===== src/rtl/core/tfs_pkg.sv =====
// ----------------------------------------------------------------------------
// tfs_pkg
// Shared types and constants of the three level feedback scheduler.
// ----------------------------------------------------------------------------
package tfs_pkg;

   // Default build parameters
   localparam int DefQueueDepth = 16;
   localparam int DefTaskIdBits = 8;

   // Field widths
   localparam int AgeBits    = 16;
   localparam int ThrBits    = 15;
   localparam int QuantBits  = 4;
   localparam int LevelBits  = 2;
   localparam int FuncBits   = 2;
   localparam int PaddrBits  = 4;
   localparam int PdataBits  = 32;
   localparam int NumLevels  = 3;

   // Operation codes
   localparam logic [FuncBits-1:0] FUNC_ADD    = 2'd0;
   localparam logic [FuncBits-1:0] FUNC_TICK   = 2'd1;
   localparam logic [FuncBits-1:0] FUNC_NEXT   = 2'd2;
   localparam logic [FuncBits-1:0] FUNC_UNUSED = 2'd3;

   // Level codes
   localparam logic [LevelBits-1:0] LVL_0    = 2'd0;
   localparam logic [LevelBits-1:0] LVL_1    = 2'd1;
   localparam logic [LevelBits-1:0] LVL_2    = 2'd2;
   localparam logic [LevelBits-1:0] LVL_NONE = 2'd3;

   // Register indexes
   localparam logic [1:0] REG_THRESHOLD = 2'd0;
   localparam logic [1:0] REG_QUANTUM1  = 2'd1;
   localparam logic [1:0] REG_QUANTUM2  = 2'd2;

   // Reset values of the registers
   localparam logic [ThrBits-1:0]   ThrReset = 15'd1000;
   localparam logic [QuantBits-1:0] Q1Reset  = 4'd4;
   localparam logic [QuantBits-1:0] Q2Reset  = 4'd1;

   localparam logic signed [AgeBits-1:0] AgeMax = 16'sh7FFF;

   // Configuration seen by the scheduler core
   typedef struct packed {
      logic [ThrBits-1:0]   aging_threshold;
      logic [QuantBits-1:0] level1_quantum;
      logic [QuantBits-1:0] level2_quantum;
   } cfg_type;

   // Sequencer states
   typedef enum logic [3:0] {
      S_IDLE    = 4'b0001,
      S_NEXT_RD = 4'b0010,
      S_TK_RD   = 4'b0100,
      S_TK_WR   = 4'b1000
   } state_type;

endpackage


===== src/rtl/core/tfs_csr.sv =====
// ----------------------------------------------------------------------------
// tfs_csr
// APB-style register file holding the aging threshold and the two quanta.
// ----------------------------------------------------------------------------
module tfs_csr (
   input  logic                          clock,
   input  logic                          reset,
   input  logic                          psel,
   input  logic                          penable,
   input  logic                          pwrite,
   input  logic [tfs_pkg::PaddrBits-1:0] paddr,
   input  logic [tfs_pkg::PdataBits-1:0] pwdata,
   output logic [tfs_pkg::PdataBits-1:0] prdata,
   output logic                          pready,
   output tfs_pkg::cfg_type              cfg
);
   import tfs_pkg::*;

   cfg_type    cfg_ff, cfg_in;
   logic [1:0] reg_idx;

   assign reg_idx = paddr[3:2];
   assign pready  = 1'b1;
   assign cfg     = cfg_ff;

   // write decode
   always_comb begin
      cfg_in = cfg_ff;
      if (psel && penable && pwrite) begin
         unique case (reg_idx)
            REG_THRESHOLD: cfg_in.aging_threshold = pwdata[ThrBits-1:0];
            REG_QUANTUM1:  cfg_in.level1_quantum  = pwdata[QuantBits-1:0];
            REG_QUANTUM2:  cfg_in.level2_quantum  = pwdata[QuantBits-1:0];
            default: ;
         endcase
      end
   end

   // read decode
   always_comb begin
      unique case (reg_idx)
         REG_THRESHOLD: prdata = PdataBits'(cfg_ff.aging_threshold);
         REG_QUANTUM1:  prdata = PdataBits'(cfg_ff.level1_quantum);
         REG_QUANTUM2:  prdata = PdataBits'(cfg_ff.level2_quantum);
         default:       prdata = '0;
      endcase
   end

   always_ff @(posedge clock) begin
      if (reset) begin
         cfg_ff.aging_threshold <= ThrReset;
         cfg_ff.level1_quantum  <= Q1Reset;
         cfg_ff.level2_quantum  <= Q2Reset;
      end else begin
         cfg_ff <= cfg_in;
      end
   end

endmodule


===== src/rtl/core/three_level_feedback_scheduler.sv =====
// ----------------------------------------------------------------------------
// three_level_feedback_scheduler
// Three FIFO task queues with aging, promotion and level 0 first dispatch.
// ----------------------------------------------------------------------------
// Usage:
//  The req channel takes one word per operation: add (enqueue task_id at
//  task_level with task_age), tick (age and promote) or next (dispatch).
//  Every word yields exactly one rsp word carrying accepted, the grant
//  fields and any_queued. The user must write the registers over the APB-style
//  port only while the block is idle; the block itself does not enforce this.
//  All three queues live in one memory of 3*QUEUE_DEPTH entries with a
//  registered read; each queue is a ring with head, tail, count.
//  A tick reads each entry in S_TK_RD and writes it back, aged or
//  promoted, in S_TK_WR, level by level from level 0 to level 2.
//  One word is in work at a time; req_ready is high when the sequencer is
//  idle and the result register is empty or being drained.
//  A stalled rsp holds its word and blocks new words. Reset empties all
//  queues at once through the counts and loads the register defaults.
// ----------------------------------------------------------------------------
module three_level_feedback_scheduler #(
   parameter int QUEUE_DEPTH  = tfs_pkg::DefQueueDepth,
   parameter int TASK_ID_BITS = tfs_pkg::DefTaskIdBits
) (
   input  logic                                 clock,
   input  logic                                 reset,
   // request channel
   input  logic                                 req_valid,
   output logic                                 req_ready,
   input  logic [tfs_pkg::FuncBits-1:0]         req_func,
   input  logic [TASK_ID_BITS-1:0]              req_task_id,
   input  logic [tfs_pkg::LevelBits-1:0]        req_task_level,
   input  logic signed [tfs_pkg::AgeBits-1:0]   req_task_age,
   // response channel
   output logic                                 rsp_valid,
   input  logic                                 rsp_ready,
   output logic                                 rsp_accepted,
   output logic                                 rsp_grant_valid,
   output logic [TASK_ID_BITS-1:0]              rsp_grant_task,
   output logic [tfs_pkg::LevelBits-1:0]        rsp_grant_level,
   output logic [tfs_pkg::QuantBits-1:0]        rsp_grant_quantum,
   output logic signed [tfs_pkg::AgeBits-1:0]   rsp_grant_age,
   output logic                                 rsp_any_queued,
   // configuration port
   input  logic                                 psel,
   input  logic                                 penable,
   input  logic                                 pwrite,
   input  logic [tfs_pkg::PaddrBits-1:0]        paddr,
   input  logic [tfs_pkg::PdataBits-1:0]        pwdata,
   output logic [tfs_pkg::PdataBits-1:0]        prdata,
   output logic                                 pready
);
   import tfs_pkg::*;

   localparam int IdxW   = $clog2(QUEUE_DEPTH);
   localparam int CntW   = $clog2(QUEUE_DEPTH + 1);
   localparam int MemD   = NumLevels * QUEUE_DEPTH;
   localparam int AddrW  = $clog2(MemD);
   localparam int EntryW = TASK_ID_BITS + AgeBits;

   typedef logic [IdxW-1:0] idx_type;
   typedef logic [CntW-1:0] cnt_type;

   cfg_type cfg;

   tfs_csr u_csr (
      .clock   (clock),
      .reset   (reset),
      .psel    (psel),
      .penable (penable),
      .pwrite  (pwrite),
      .paddr   (paddr),
      .pwdata  (pwdata),
      .prdata  (prdata),
      .pready  (pready),
      .cfg     (cfg)
   );

   // queue memory
   logic [EntryW-1:0] mem [MemD];
   logic [EntryW-1:0] rd_data_ff;
   logic              mem_we, rd_en;
   logic [AddrW-1:0]  mem_wa, rd_a;
   logic [EntryW-1:0] mem_wd;

   always_ff @(posedge clock) begin
      if (mem_we) mem[mem_wa] <= mem_wd;
      if (rd_en)  rd_data_ff  <= mem[rd_a];
   end

   // control state
   state_type        state_ff, state_in;
   cnt_type          cnt_ff [NumLevels];
   cnt_type          cnt_in [NumLevels];
   idx_type          head_ff [NumLevels];
   idx_type          head_in [NumLevels];
   idx_type          tail_ff [NumLevels];
   idx_type          tail_in [NumLevels];
   logic [LevelBits-1:0] ptr_ff, ptr_in;
   logic [LevelBits-1:0] lvl_ff, lvl_in;   // level in work
   idx_type          rdp_ff, rdp_in;       // tick read position
   idx_type          wp_ff, wp_in;         // tick write-back position
   cnt_type          rem_ff, rem_in;
   cnt_type          keep_ff, keep_in;

   // result register
   logic                     rsp_valid_ff, rsp_valid_in;
   logic                     acc_ff, acc_in;
   logic                     gv_ff, gv_in;
   logic [TASK_ID_BITS-1:0]  gt_ff, gt_in;
   logic [LevelBits-1:0]     gl_ff, gl_in;
   logic [QuantBits-1:0]     gq_ff, gq_in;
   logic [AgeBits-1:0]       ga_ff, ga_in;
   logic                     aq_ff, aq_in;

   function automatic logic [AddrW-1:0] mem_addr(logic [LevelBits-1:0] lvl, idx_type idx);
      mem_addr = AddrW'(lvl * QUEUE_DEPTH) + AddrW'(idx);
   endfunction

   function automatic idx_type wrap_inc(idx_type idx);
      wrap_inc = (idx == IdxW'(QUEUE_DEPTH - 1)) ? '0 : idx + 1'b1;
   endfunction

   logic                     any_now;
   logic                     done;
   logic [TASK_ID_BITS-1:0]  d_id;
   logic signed [AgeBits-1:0] d_age, aged;
   logic signed [AgeBits-1:0] thr_s;
   logic [LevelBits-1:0]     p;
   logic [LevelBits-1:0]     up;
   logic [QuantBits-1:0]     quant;

   assign any_now = (cnt_ff[0] != '0) || (cnt_ff[1] != '0) || (cnt_ff[2] != '0);
   assign d_id    = rd_data_ff[EntryW-1:AgeBits];
   assign d_age   = rd_data_ff[AgeBits-1:0];
   assign aged    = (d_age == AgeMax) ? d_age : d_age + 16'sd1;
   assign thr_s   = $signed({1'b0, cfg.aging_threshold});
   assign up      = lvl_ff - 1'b1;
   assign quant   = (lvl_ff == LVL_1) ? cfg.level1_quantum : cfg.level2_quantum;

   assign req_ready = (state_ff == S_IDLE) && (!rsp_valid_ff || rsp_ready);

   // level pick for next when level 0 is empty, staying on the last picked level
   always_comb begin
      p = (ptr_ff == LVL_NONE) ? LVL_0 : ptr_ff;
      if (cnt_ff[p[1:0]] == '0) begin
         case (p)
            LVL_0:   p = (cnt_ff[1] != '0) ? LVL_1 : LVL_2;
            LVL_1:   p = LVL_2;
            default: p = LVL_1;
         endcase
      end
   end

   // sequencer
   always_comb begin
      state_in = state_ff;
      cnt_in   = cnt_ff;
      head_in  = head_ff;
      tail_in  = tail_ff;
      ptr_in   = ptr_ff;
      lvl_in   = lvl_ff;
      rdp_in   = rdp_ff;
      wp_in    = wp_ff;
      rem_in   = rem_ff;
      keep_in  = keep_ff;
      mem_we   = 1'b0;
      mem_wa   = '0;
      mem_wd   = '0;
      rd_en    = 1'b0;
      rd_a     = '0;
      done     = 1'b0;
      acc_in   = acc_ff;
      gv_in    = gv_ff;
      gt_in    = gt_ff;
      gl_in    = gl_ff;
      gq_in    = gq_ff;
      ga_in    = ga_ff;
      rsp_valid_in = rsp_valid_ff && !rsp_ready;

      unique case (state_ff)
         S_IDLE: begin
            if (req_valid && req_ready) begin
               acc_in = 1'b0;
               gv_in  = 1'b0;
               gt_in  = '0;
               gl_in  = '0;
               gq_in  = '0;
               ga_in  = '0;
               case (req_func)
                  FUNC_ADD: begin
                     done = 1'b1;
                     if (req_task_level != LVL_NONE) begin
                        if (cnt_ff[req_task_level] != CntW'(QUEUE_DEPTH)) begin
                           mem_we = 1'b1;
                           mem_wa = mem_addr(req_task_level, tail_ff[req_task_level]);
                           mem_wd = {req_task_id, req_task_age};
                           tail_in[req_task_level] = wrap_inc(tail_ff[req_task_level]);
                           cnt_in[req_task_level]  = cnt_ff[req_task_level] + 1'b1;
                           acc_in = 1'b1;
                        end
                     end
                  end
                  FUNC_TICK: begin
                     if (any_now) begin
                        lvl_in   = LVL_0;
                        rdp_in   = head_ff[0];
                        wp_in    = head_ff[0];
                        rem_in   = cnt_ff[0];
                        keep_in  = '0;
                        state_in = S_TK_RD;
                     end else begin
                        done = 1'b1;
                     end
                  end
                  FUNC_NEXT: begin
                     if (cnt_ff[0] != '0) begin
                        lvl_in   = LVL_0;
                        rd_en    = 1'b1;
                        rd_a     = mem_addr(LVL_0, head_ff[0]);
                        state_in = S_NEXT_RD;
                     end else if (any_now) begin
                        ptr_in   = p;
                        lvl_in   = p;
                        rd_en    = 1'b1;
                        rd_a     = mem_addr(p, head_ff[p[1:0]]);
                        state_in = S_NEXT_RD;
                     end else begin
                        done = 1'b1;
                     end
                  end
                  default: done = 1'b1;
               endcase
            end
         end

         // head entry is in the read register
         S_NEXT_RD: begin
            done     = 1'b1;
            state_in = S_IDLE;
            if (lvl_ff == LVL_0 || d_age < thr_s) begin
               head_in[lvl_ff] = wrap_inc(head_ff[lvl_ff]);
               cnt_in[lvl_ff]  = cnt_ff[lvl_ff] - 1'b1;
               gv_in = 1'b1;
               gt_in = d_id;
               gl_in = lvl_ff;
               if (lvl_ff == LVL_0) begin
                  gq_in = '0;
                  ga_in = d_age;
               end else begin
                  gq_in = quant;
                  ga_in = AgeBits'(0) - AgeBits'(quant);
               end
            end
         end

         // issue the next entry read or close the level
         S_TK_RD: begin
            if (rem_ff == '0) begin
               cnt_in[lvl_ff]  = keep_ff;
               tail_in[lvl_ff] = wp_ff;
               if (lvl_ff == LVL_2) begin
                  done     = 1'b1;
                  state_in = S_IDLE;
               end else begin
                  lvl_in  = lvl_ff + 1'b1;
                  rdp_in  = head_ff[lvl_ff + 1'b1];
                  wp_in   = head_ff[lvl_ff + 1'b1];
                  rem_in  = cnt_ff[lvl_ff + 1'b1];
                  keep_in = '0;
               end
            end else begin
               rd_en    = 1'b1;
               rd_a     = mem_addr(lvl_ff, rdp_ff);
               state_in = S_TK_WR;
            end
         end

         // age the entry, then promote it or compact it in place
         S_TK_WR: begin
            mem_we = 1'b1;
            if (lvl_ff != LVL_0 && aged >= thr_s && cnt_ff[up] != CntW'(QUEUE_DEPTH)) begin
               mem_wa      = mem_addr(up, tail_ff[up]);
               mem_wd      = {d_id, {AgeBits{1'b0}}};
               tail_in[up] = wrap_inc(tail_ff[up]);
               cnt_in[up]  = cnt_ff[up] + 1'b1;
            end else begin
               mem_wa  = mem_addr(lvl_ff, wp_ff);
               mem_wd  = {d_id, aged};
               wp_in   = wrap_inc(wp_ff);
               keep_in = keep_ff + 1'b1;
            end
            rdp_in   = wrap_inc(rdp_ff);
            rem_in   = rem_ff - 1'b1;
            state_in = S_TK_RD;
         end

         default: state_in = S_IDLE;
      endcase

      aq_in = aq_ff;
      if (done) begin
         rsp_valid_in = 1'b1;
         aq_in = (cnt_in[0] != '0) || (cnt_in[1] != '0) || (cnt_in[2] != '0);
      end
   end

   always_ff @(posedge clock) begin
      if (reset) begin
         state_ff     <= S_IDLE;
         cnt_ff       <= '{default: '0};
         head_ff      <= '{default: '0};
         tail_ff      <= '{default: '0};
         ptr_ff       <= LVL_0;
         rsp_valid_ff <= 1'b0;
      end else begin
         state_ff     <= state_in;
         cnt_ff       <= cnt_in;
         head_ff      <= head_in;
         tail_ff      <= tail_in;
         ptr_ff       <= ptr_in;
         rsp_valid_ff <= rsp_valid_in;
      end
   end

   // datapath registers
   always_ff @(posedge clock) begin
      lvl_ff  <= lvl_in;
      rdp_ff  <= rdp_in;
      wp_ff   <= wp_in;
      rem_ff  <= rem_in;
      keep_ff <= keep_in;
      acc_ff  <= acc_in;
      gv_ff   <= gv_in;
      gt_ff   <= gt_in;
      gl_ff   <= gl_in;
      gq_ff   <= gq_in;
      ga_ff   <= ga_in;
      aq_ff   <= aq_in;
   end

   assign rsp_valid         = rsp_valid_ff;
   assign rsp_accepted      = acc_ff;
   assign rsp_grant_valid   = gv_ff;
   assign rsp_grant_task    = gt_ff;
   assign rsp_grant_level   = gl_ff;
   assign rsp_grant_quantum = gq_ff;
   assign rsp_grant_age     = ga_ff;
   assign rsp_any_queued    = aq_ff;

   // queue counts never pass the depth
   a_cnt_bound: assert property (@(posedge clock) disable iff (reset)
      cnt_ff[0] <= CntW'(QUEUE_DEPTH) && cnt_ff[1] <= CntW'(QUEUE_DEPTH)
      && cnt_ff[2] <= CntW'(QUEUE_DEPTH))
      else $error("queue count above depth");

   // a dispatch read is always followed by a result
   a_next_done: assert property (@(posedge clock) disable iff (reset)
      state_ff == S_NEXT_RD |=> rsp_valid_ff && state_ff == S_IDLE)
      else $error("next did not complete");

   // a taken word leaves the block busy or with a result pending
   a_busy: assert property (@(posedge clock) disable iff (reset)
      req_valid && req_ready |=> rsp_valid_ff || state_ff != S_IDLE)
      else $error("request lost");

   // no memory write while a dispatch read is in flight
   a_no_wr: assert property (@(posedge clock) disable iff (reset)
      state_ff == S_NEXT_RD |-> !mem_we)
      else $error("write during dispatch read");

endmodule

===== config.mk =====
export PLATFORM = sky130hd
export DESIGN_NAME = three_level_feedback_scheduler
export DESIGN_NICKNAME = d
export VERILOG_FILES = /design/src/rtl/core/tfs_pkg.sv /design/src/rtl/core/tfs_csr.sv /design/src/rtl/core/three_level_feedback_scheduler.sv
export SDC_FILE = /design/constraint.sdc
export NUM_CORES = 2
export LEC_CHECK = 0
export BUFFER_PORTS_ARGS = -buffer_cell sky130_fd_sc_hd__buf_2
export CORE_ASPECT_RATIO = 0.8
export CORE_UTILIZATION = 40
export DETAILED_ROUTE_END_ITERATION = 10
export GPL_ROUTABILITY_DRIVEN = 0
export HOLD_SLACK_MARGIN = 0.15
export PLACE_DENSITY = 0.65
export SYNTH_ARGS = -nofsm -noshare
export SYNTH_HDL_FRONTEND = slang
export SYNTH_SLANG_ARGS = --single-unit

===== constraint.sdc =====
create_clock -name clock -period 8.2 [get_ports clock]
set_input_delay 0.82 -clock clock [delete_from_list [all_inputs] [get_ports clock]]
set_output_delay 0.82 -clock clock [all_outputs]
set_load 0.01 [all_outputs]

==> Yosys cells after proc, flatten, opt, wreduce, memory -nomap -nowiden <==
Memory sizes are Yosys's and may differ from the RTL's. A register that Yosys moved wholly into a read port is not among the register bits.
Index checks and enable logic that the tools add are counted.
{ "totals": {"register_bits": 122, "latchBits": 0, "mem_bits_rw": 1152, "rom_bits": 0, "inputBits": 71, "word_cells": 317, "mem_count": 1} }
{ "mem_list": {"columns": ["memory", "depth", "word_bits", "rd", "rd_clocked_by_memory_dff", "write_ports", "line_no", "text"], "rows": [
  ["mem", 48, 24, 1, 1, 1, "three_level_feedback_scheduler.sv:79", "logic [EntryW-1:0] mem [MemD];"]
]} }
{ "op_classes": {"addsub": 19, "mul": 0, "n_div": 0, "order_cmp": 11, "n_eq_ne": 36, "shifts": 0, "mux": 170, "bitwise": 7, "reduce_logical": 46} }
{ "ops": {"columns": ["op", "n"], "rows": [
  ["4-bit two-way mux", 34],
  ["5-bit two-way mux", 24],
  ["15-bit two-way mux", 7],
  ["24-bit two-way mux", 4],
  ["16-bit two-way mux", 5],
  ["12-bit two-way mux", 6],
  ["15-bit bitwise mux", 4],
  ["6-bit two-way mux", 10],
  ["15-bit one-hot mux with 4 select lines", 1],
  ["5-bit binary-select mux with 2-bit select", 5],
  ["12-bit bitwise mux", 4],
  ["24-bit one-hot mux with 2 select lines", 1],
  ["15-bit one-hot mux with 3 select lines", 1],
  ["4-bit binary-select mux with 2-bit select", 5],
  ["12-bit one-hot mux with 3 select lines", 1],
  ["4-bit one-hot mux with 3 select lines", 3],
  ["16-bit one-hot mux with 2 select lines", 1],
  ["6-bit by 4-bit adder with 6-bit output", 5],
  ["5-bit demux with 2-bit select", 3],
  ["5-bit one-hot mux with 3 select lines", 2],
  ["5-bit nonzero test", 6],
  ["4-bit demux with 2-bit select", 3],
  ["4-bit == test (second input constant)", 6],
  ["6-bit one-hot mux with 2 select lines", 2],
  ["45 further kinds", 146]
]} }

==> Longest topological paths before layout <==
{ "logic_depth": {"depth_word": 18, "depth_mapped": 22, "ltp_nobuf": 19} }

==> Cells and area by module <==
From an unflattened synthesis, not the netlist that was laid out.
{ "unflattened": {"cells_unflattened": 4359, "hier_area_um2": 55794.8} }
{ "modules_own_cells": {"columns": ["mod", "n_inst", "cells_per_inst", "area_per_inst_um2", "seq_area_each_um2"], "rows": [
  ["three_level_feedback_scheduler", 1, 4214, 54473.5, 37826.3],
  ["tfs_csr", 1, 145, 1321.3, 460.4]
]} }

==> Worst setup path after synthesis <==
Ideal clock, no wire load.
{ "synth_path": {"path_kind": "flip-flop to flip-flop", "startpoint": "reg lvl_ff[0]", "endpoint": "mem mem[0][0] (netlist bit) (data pin)", "t_arrival_ns": 5.589, "required_ns": 7.622, "path_slack_ns": 2.033, "path_stages_with_launch": 18, "n_path_buf": 5, "period_less_slack_ns": 6.167, "path_cell_list": "edfxtp_1 > clkbuf_1 > inv_1 > clkbuf_1 > buf_1 > ha_1 > buf_2 > mux2i_1 > o21ai_1 > inv_1 > ha_1 > inv_1 > or4b_1 > and2_1 > nand3_1 > clkbuf_1 > nand2_1 > o21ai_0"} }
{ "synth_via": {"elab_chain_cells": 9, "word_cells_on_any_way": 11, "classes_between": "1 x add/sub; 1 x eq/ne; 5 x mux; 1 x bitwise; 3 x reduce/logical"} }
{ "synth_lines": {"columns": ["element", "line_no", "text"], "rows": [
  ["start: declaration", "three_level_feedback_scheduler.sv:99", "logic [LevelBits-1:0] lvl_ff, lvl_in;"],
  ["start signal: assignment", "three_level_feedback_scheduler.sv:327", "lvl_ff <= lvl_in;"],
  ["2-bit by 1-bit subtractor with 2-bit output", "three_level_feedback_scheduler.sv:137", "assign up = lvl_ff - 1'b1;"],
  ["2-bit inverter with 3-bit output (not written as such)", "three_level_feedback_scheduler.sv:281", "if (lvl_ff != LVL_0 && aged >= thr_s && cnt_ff[up] != CntW'(QUEUE_DEPTH)) begin"],
  ["5-bit binary-select mux with 2-bit select", "three_level_feedback_scheduler.sv:281", null],
  ["5-bit two-way mux (not written as such) (2 in series)", "three_level_feedback_scheduler.sv:281", null],
  ["5-bit inequality test", "three_level_feedback_scheduler.sv:281", null],
  ["1-bit logical AND (*)", "three_level_feedback_scheduler.sv:281", null],
  ["16-bit two-way mux (*)", "three_level_feedback_scheduler.sv:281", null],
  ["24-bit one-hot mux with 2 select lines (*)", "three_level_feedback_scheduler.sv:180", "unique case (state_ff)"],
  ["named net mem_wd[0]", "three_level_feedback_scheduler.sv:83", "logic [EntryW-1:0] mem_wd;"],
  ["end: declaration", "three_level_feedback_scheduler.sv:79", null]
]} }
The timed path passes the listed nets; every way through them passes the cells marked *. The select of a mux whose other input is x is not followed.

==> Worst setup path in the final report <==
{ "layout_path": {"startpoint": "reg rd_data_ff[7] (read register of mem)", "endpoint": "mem mem[3][20] (netlist bit) (enable)"} }
{ "layout_via": {"elab_chain_cells": 7, "word_cells_on_any_way": 8, "classes_between": "1 x add/sub; 1 x order compare; 1 x eq/ne; 3 x mux; 2 x reduce/logical"} }
{ "layout_lines": {"columns": ["element", "line_no", "text"], "rows": [
  ["start: declaration", "three_level_feedback_scheduler.sv:80", "logic [EntryW-1:0] rd_data_ff;"],
  ["16-bit by 2-bit adder with 16-bit output or 16-bit == test (tied branches)", "three_level_feedback_scheduler.sv:135", "assign aged = (d_age == AgeMax) ? d_age : d_age + 16'sd1;"],
  ["16-bit two-way mux (*)", "three_level_feedback_scheduler.sv:135", null],
  ["16-bit >= comparator (*)", "three_level_feedback_scheduler.sv:281", null],
  ["1-bit logical AND (*) (2 in series)", "three_level_feedback_scheduler.sv:281", null],
  ["6-bit two-way mux (*)", "three_level_feedback_scheduler.sv:281", null],
  ["6-bit one-hot mux with 2 select lines (*)", "three_level_feedback_scheduler.sv:180", null]
]} }
Mark *: on every way between the ends. The rest lies on a longest branch, timed or not.

==> flow_summary_export.csv <==
group,metric,value,unit
status,outcome,"complete, no violations",
synthesis,synthAdderAreaFrac,1.20,%
cts,clk_pin_slew,0.07,ns
grt,overflow,0,
timing,fin_skew,0.0558,ns
synthesis,synth_compound_area_share,12.4,%
synthesis,synth-edff-count,1229,
routing,ant_nets,0,
routing,drtIter0Drc,5102,
min_path,holdCritStartpoint,"pwdata[8]",
timing,setup_violations,0,
synthesis,synthSimpleGateAreaFrac,11.6,%
timing,fin_crit,7.09,ns
cts,clk_latency,0.75,ns
routing,wl,158,mm
place,port-buffer-count,101,
worst_setup_path,cp_data_arrival_time,7.55,ns
power,p_leak,21.2,nW
grt,top_usage_layer,"met1",
worst_setup_path,crit_fanout,23,
grt,grt_pass1_wl,233,mm
grt,track_usage,21.7,%
worst_setup_path,start_kind,"flip-flop",
timing,rsz0062_at_grt,"no",
floorplanning,die_area,142000,sq um
place,dpl.hpwl,91.4,mm
synthesis,synth_area,56200,sq um
cells_and_area,fillers,12300,
min_path,hold_class,"in -> reg",
timing,drv_slew,0,
cts,cts_hold_repair.buffers,0,
worst_setup_path,end_kind,"flip-flop",
worst_setup_path,critPathRequiredTime,8.66,ns
cts,cts-root-buf,"clkbuf_16",
cts,post-cts-setup-buffer-count,0,
cells_and_area,nets,4626,
synthesis,synth_mux_area_share,2.93,%
cts,clock-sinks,1298,
cts,cts_tree,"yes",
routing,vias,37900,
synthesis,synth_seq_cells,1298,
floorplanning,die_h,337,um
floorplanning,die_x,421,um
synthesis,synth-xor-area-share,0.546,%
timing,hold_viol,0,
timing,finalCritPeriodShare,86.4,%
timing,slew_headroom,14.0,%
routing,drc,0,
routing,wl_per_cell,24.4,um
place,post_dp_cell_area,58700,sq um
worst_setup_path,cp-startpoint,"rd_data_ff[7]$_DFFE_PP_",
cts,cts_made_buffers,119,
worst_setup_path,critPathKind,"reg -> reg",
cts,h-tree-depth,3,
timing,max_freq,0.141,GHz
floorplanning,rows,122,
synthesis,synthCells,4485,
cells_and_area,drive_gt1_share,10.7,%
synthesis,async_reset_ff_share,0,%
cts,cts.path.max_buffers,3,
floorplanning,io_pins,139,
cells_and_area,synthToLayoutAreaGrowth,11.7,%
flow_run,maxCapViolations,0,
cells_and_area,final_area,62700,sq um
floorplanning,start_util,40.5,%
power,powerDensity,271,nW/um^2
routing,first_pass_iters,6,
synthesis,yosysUniqueCellTypes,80,
synthesis,synth_top_family_by_area,"compound AO/OA/AOI/OAI gates",
grt,grt.met2_usage,31.9,%
grt,grtUsageMet1,32.6,%
worst_setup_path,timing.rr.start,"rd_data_ff[7]$_DFFE_PP_",
timing,tns,0,ns
grt,met3_usage,3.98,%
grt,grt_max_degree,168,
grt,first_global_vias,35100,
synthesis,yosysWarnings,0,
synthesis,syn_area_per_cell,12.5,sq um
routing,viasPerCell,5.87,
synthesis,synth_ff_type,"edfxtp_1",
power,ir_worst_vdd,168,uV
synthesis,yosysSeqAreaShare,68.2,%
floorplanning,core,139000,sq um
grt,antenna_found_initial,5,
cts,post_cts_resized,0,
timing,worstMarginPinSlew,1.29,ns
-- stage by stage --
step	power, W	worst slack [ns]	std cells	utilization (%)	hold WS, ns
2_1_floorplan	0.0101	2.03	4501	-	0.436
3_3_place_gp	0.0113	1.37	6240	42.3	0.444
3_5_place_dp	0.0114	1.28	6240	42.3	0.452
4_1_cts	0.0170	1.29	6465	45.2	0.255
5_1_grt	0.0175	0.716	6465	45.2	0.264
6_report	0.0170	1.11	6466	45.2	0.291
-- cell families after synthesis --
logic type | after synthesis
other | 2
AOI/OAI and AO/OA | 1069
and+or+nand+nor | 1493
adders and majority gates | 54
DFF | 1298
buffers and inverters | 371
xor gates and xnor gates | 35
muxes | 163
-- report_power, final --
part / switching, W / total [W] / internal, W / leakage [nW]
clock: 0.00248 / 0.00568 / 0.00319 / 1.93
combinational: 0.00248 / 0.00359 / 0.00111 / 7.27
sequential: 0.000203 / 0.00772 / 0.00752 / 12.0
total: 0.00517 / 0.0170 / 0.0118 / 21.2
-- worst max-delay path: stages, from the launching register on --
cell	delay (ns)
edfxtp_1	0.49
and4_1	0.28
and3_1	0.24
and4_1	0.22
nand2b_1	0.19
and4_1	0.25
and2_1	0.22
nand3_1	0.15
nor2_1	0.16
xor2_1	0.24
ha_1	0.18
nand4_1	0.14
or4_1	0.56
nand4_1	0.18
and3_1	0.48
o21ai_0	0.15
a21boi_1	0.52
nand3_1	0.72
nor2_4	1.16
buf_4	0.26
-- per-layer routing --
metal | vias up | wire length, um
li1 | 16800 | -
met1 | 18900 | 70100
met2 | 1930 | 68600
met3 | 241 | 14900
met4 | 2 | 4370
met5 | - | 13
-- cell type report --
type | count | area (sq um) | share of cell area (%)
flip-flops and latches | 1298 | 38300 | 61.0
multi-input cells | 2832 | 16600 | 26.4
clock buffers | 155 | 3200 | 5.10
well taps | 1860 | 2330 | 3.71
repair buffers | 203 | 1370 | 2.19
clock inverters | 70 | 778 | 1.24
inverters | 47 | 176 | 0.281
diodes | 1 | 2.50 | 0.00399
-- cells in the final DEF (no fill, tap or decap), types with 14 or more instances in the layout --
master	Yosys	routed
a221oi_1	53	53
o21ai_0	79	77
nor2b_1	17	17
a21oi_1	453	451
clkbuf_1	171	31
buf_2	57	101
nor2_2	0	31
o211ai_1	51	51
clkinv_2	0	22
dfxtp_1	69	69
nor4_1	30	28
clkinv_1	1	26
and2_1	19	18
nand3_1	180	180
o22ai_1	17	17
nor3_1	34	33
nand2_1	906	906
a211o_1	32	32
nor2_1	176	123
xnor2_1	18	18
edfxtp_1	1229	1229
nand3b_1	54	54
a21o_1	30	30
buf_4	47	94
bufinv_16	0	14
o221ai_1	38	38
a32o_2	0	14
clkbuf_16	0	122
nor2_4	0	22
nand4_1	14	14
a22oi_1	145	145
a21boi_0	50	49
conb_1	2	18
inv_1	46	46
xor2_1	17	17
mux2i_1	154	154
ha_1	54	54
-- cells in the mapped netlist, types with 51 or more instances --
cell	n	share of area [%]
a21oi_1	453	4.0
a221oi_1	53	0.83
a22oi_1	145	1.9
buf_2	57	0.51
clkbuf_1	171	1.1
dfxtp_1	69	2.5
edfxtp_1	1229	66
ha_1	54	1.2
mux2i_1	154	2.7
nand2_1	906	6.1
nand3_1	180	1.6
nand3b_1	54	0.72
nor2_1	176	1.2
o211ai_1	51	0.68
o21ai_0	79	0.70
-- sequential cells by signal, indices dropped and copies added, names as in the netlist, 8 cells and up --
register	cells
cnt_ff	15
head_ff	12
mem	1152
rd_data_ff	24
rsp_grant_age	16
rsp_grant_task	8
tail_ff	12
u_csr.cfg	23
-- path summary, 6_finish.rpt --
kind                                      to  slack (ns)  depth (start not counted)
hold / removal    u_csr.cfg[16]$_SDFFE_PP1P_        0.29                          2
setup reg to reg        mem[3][20]$_DFFE_PP_        1.11                         19
hold reg to reg   u_csr.cfg[19]$_SDFFE_PP0P_        0.46                          2
setup / recovery        mem[3][20]$_DFFE_PP_        1.11                         19
No activity file was read; power rests on OpenSTA's default activity.
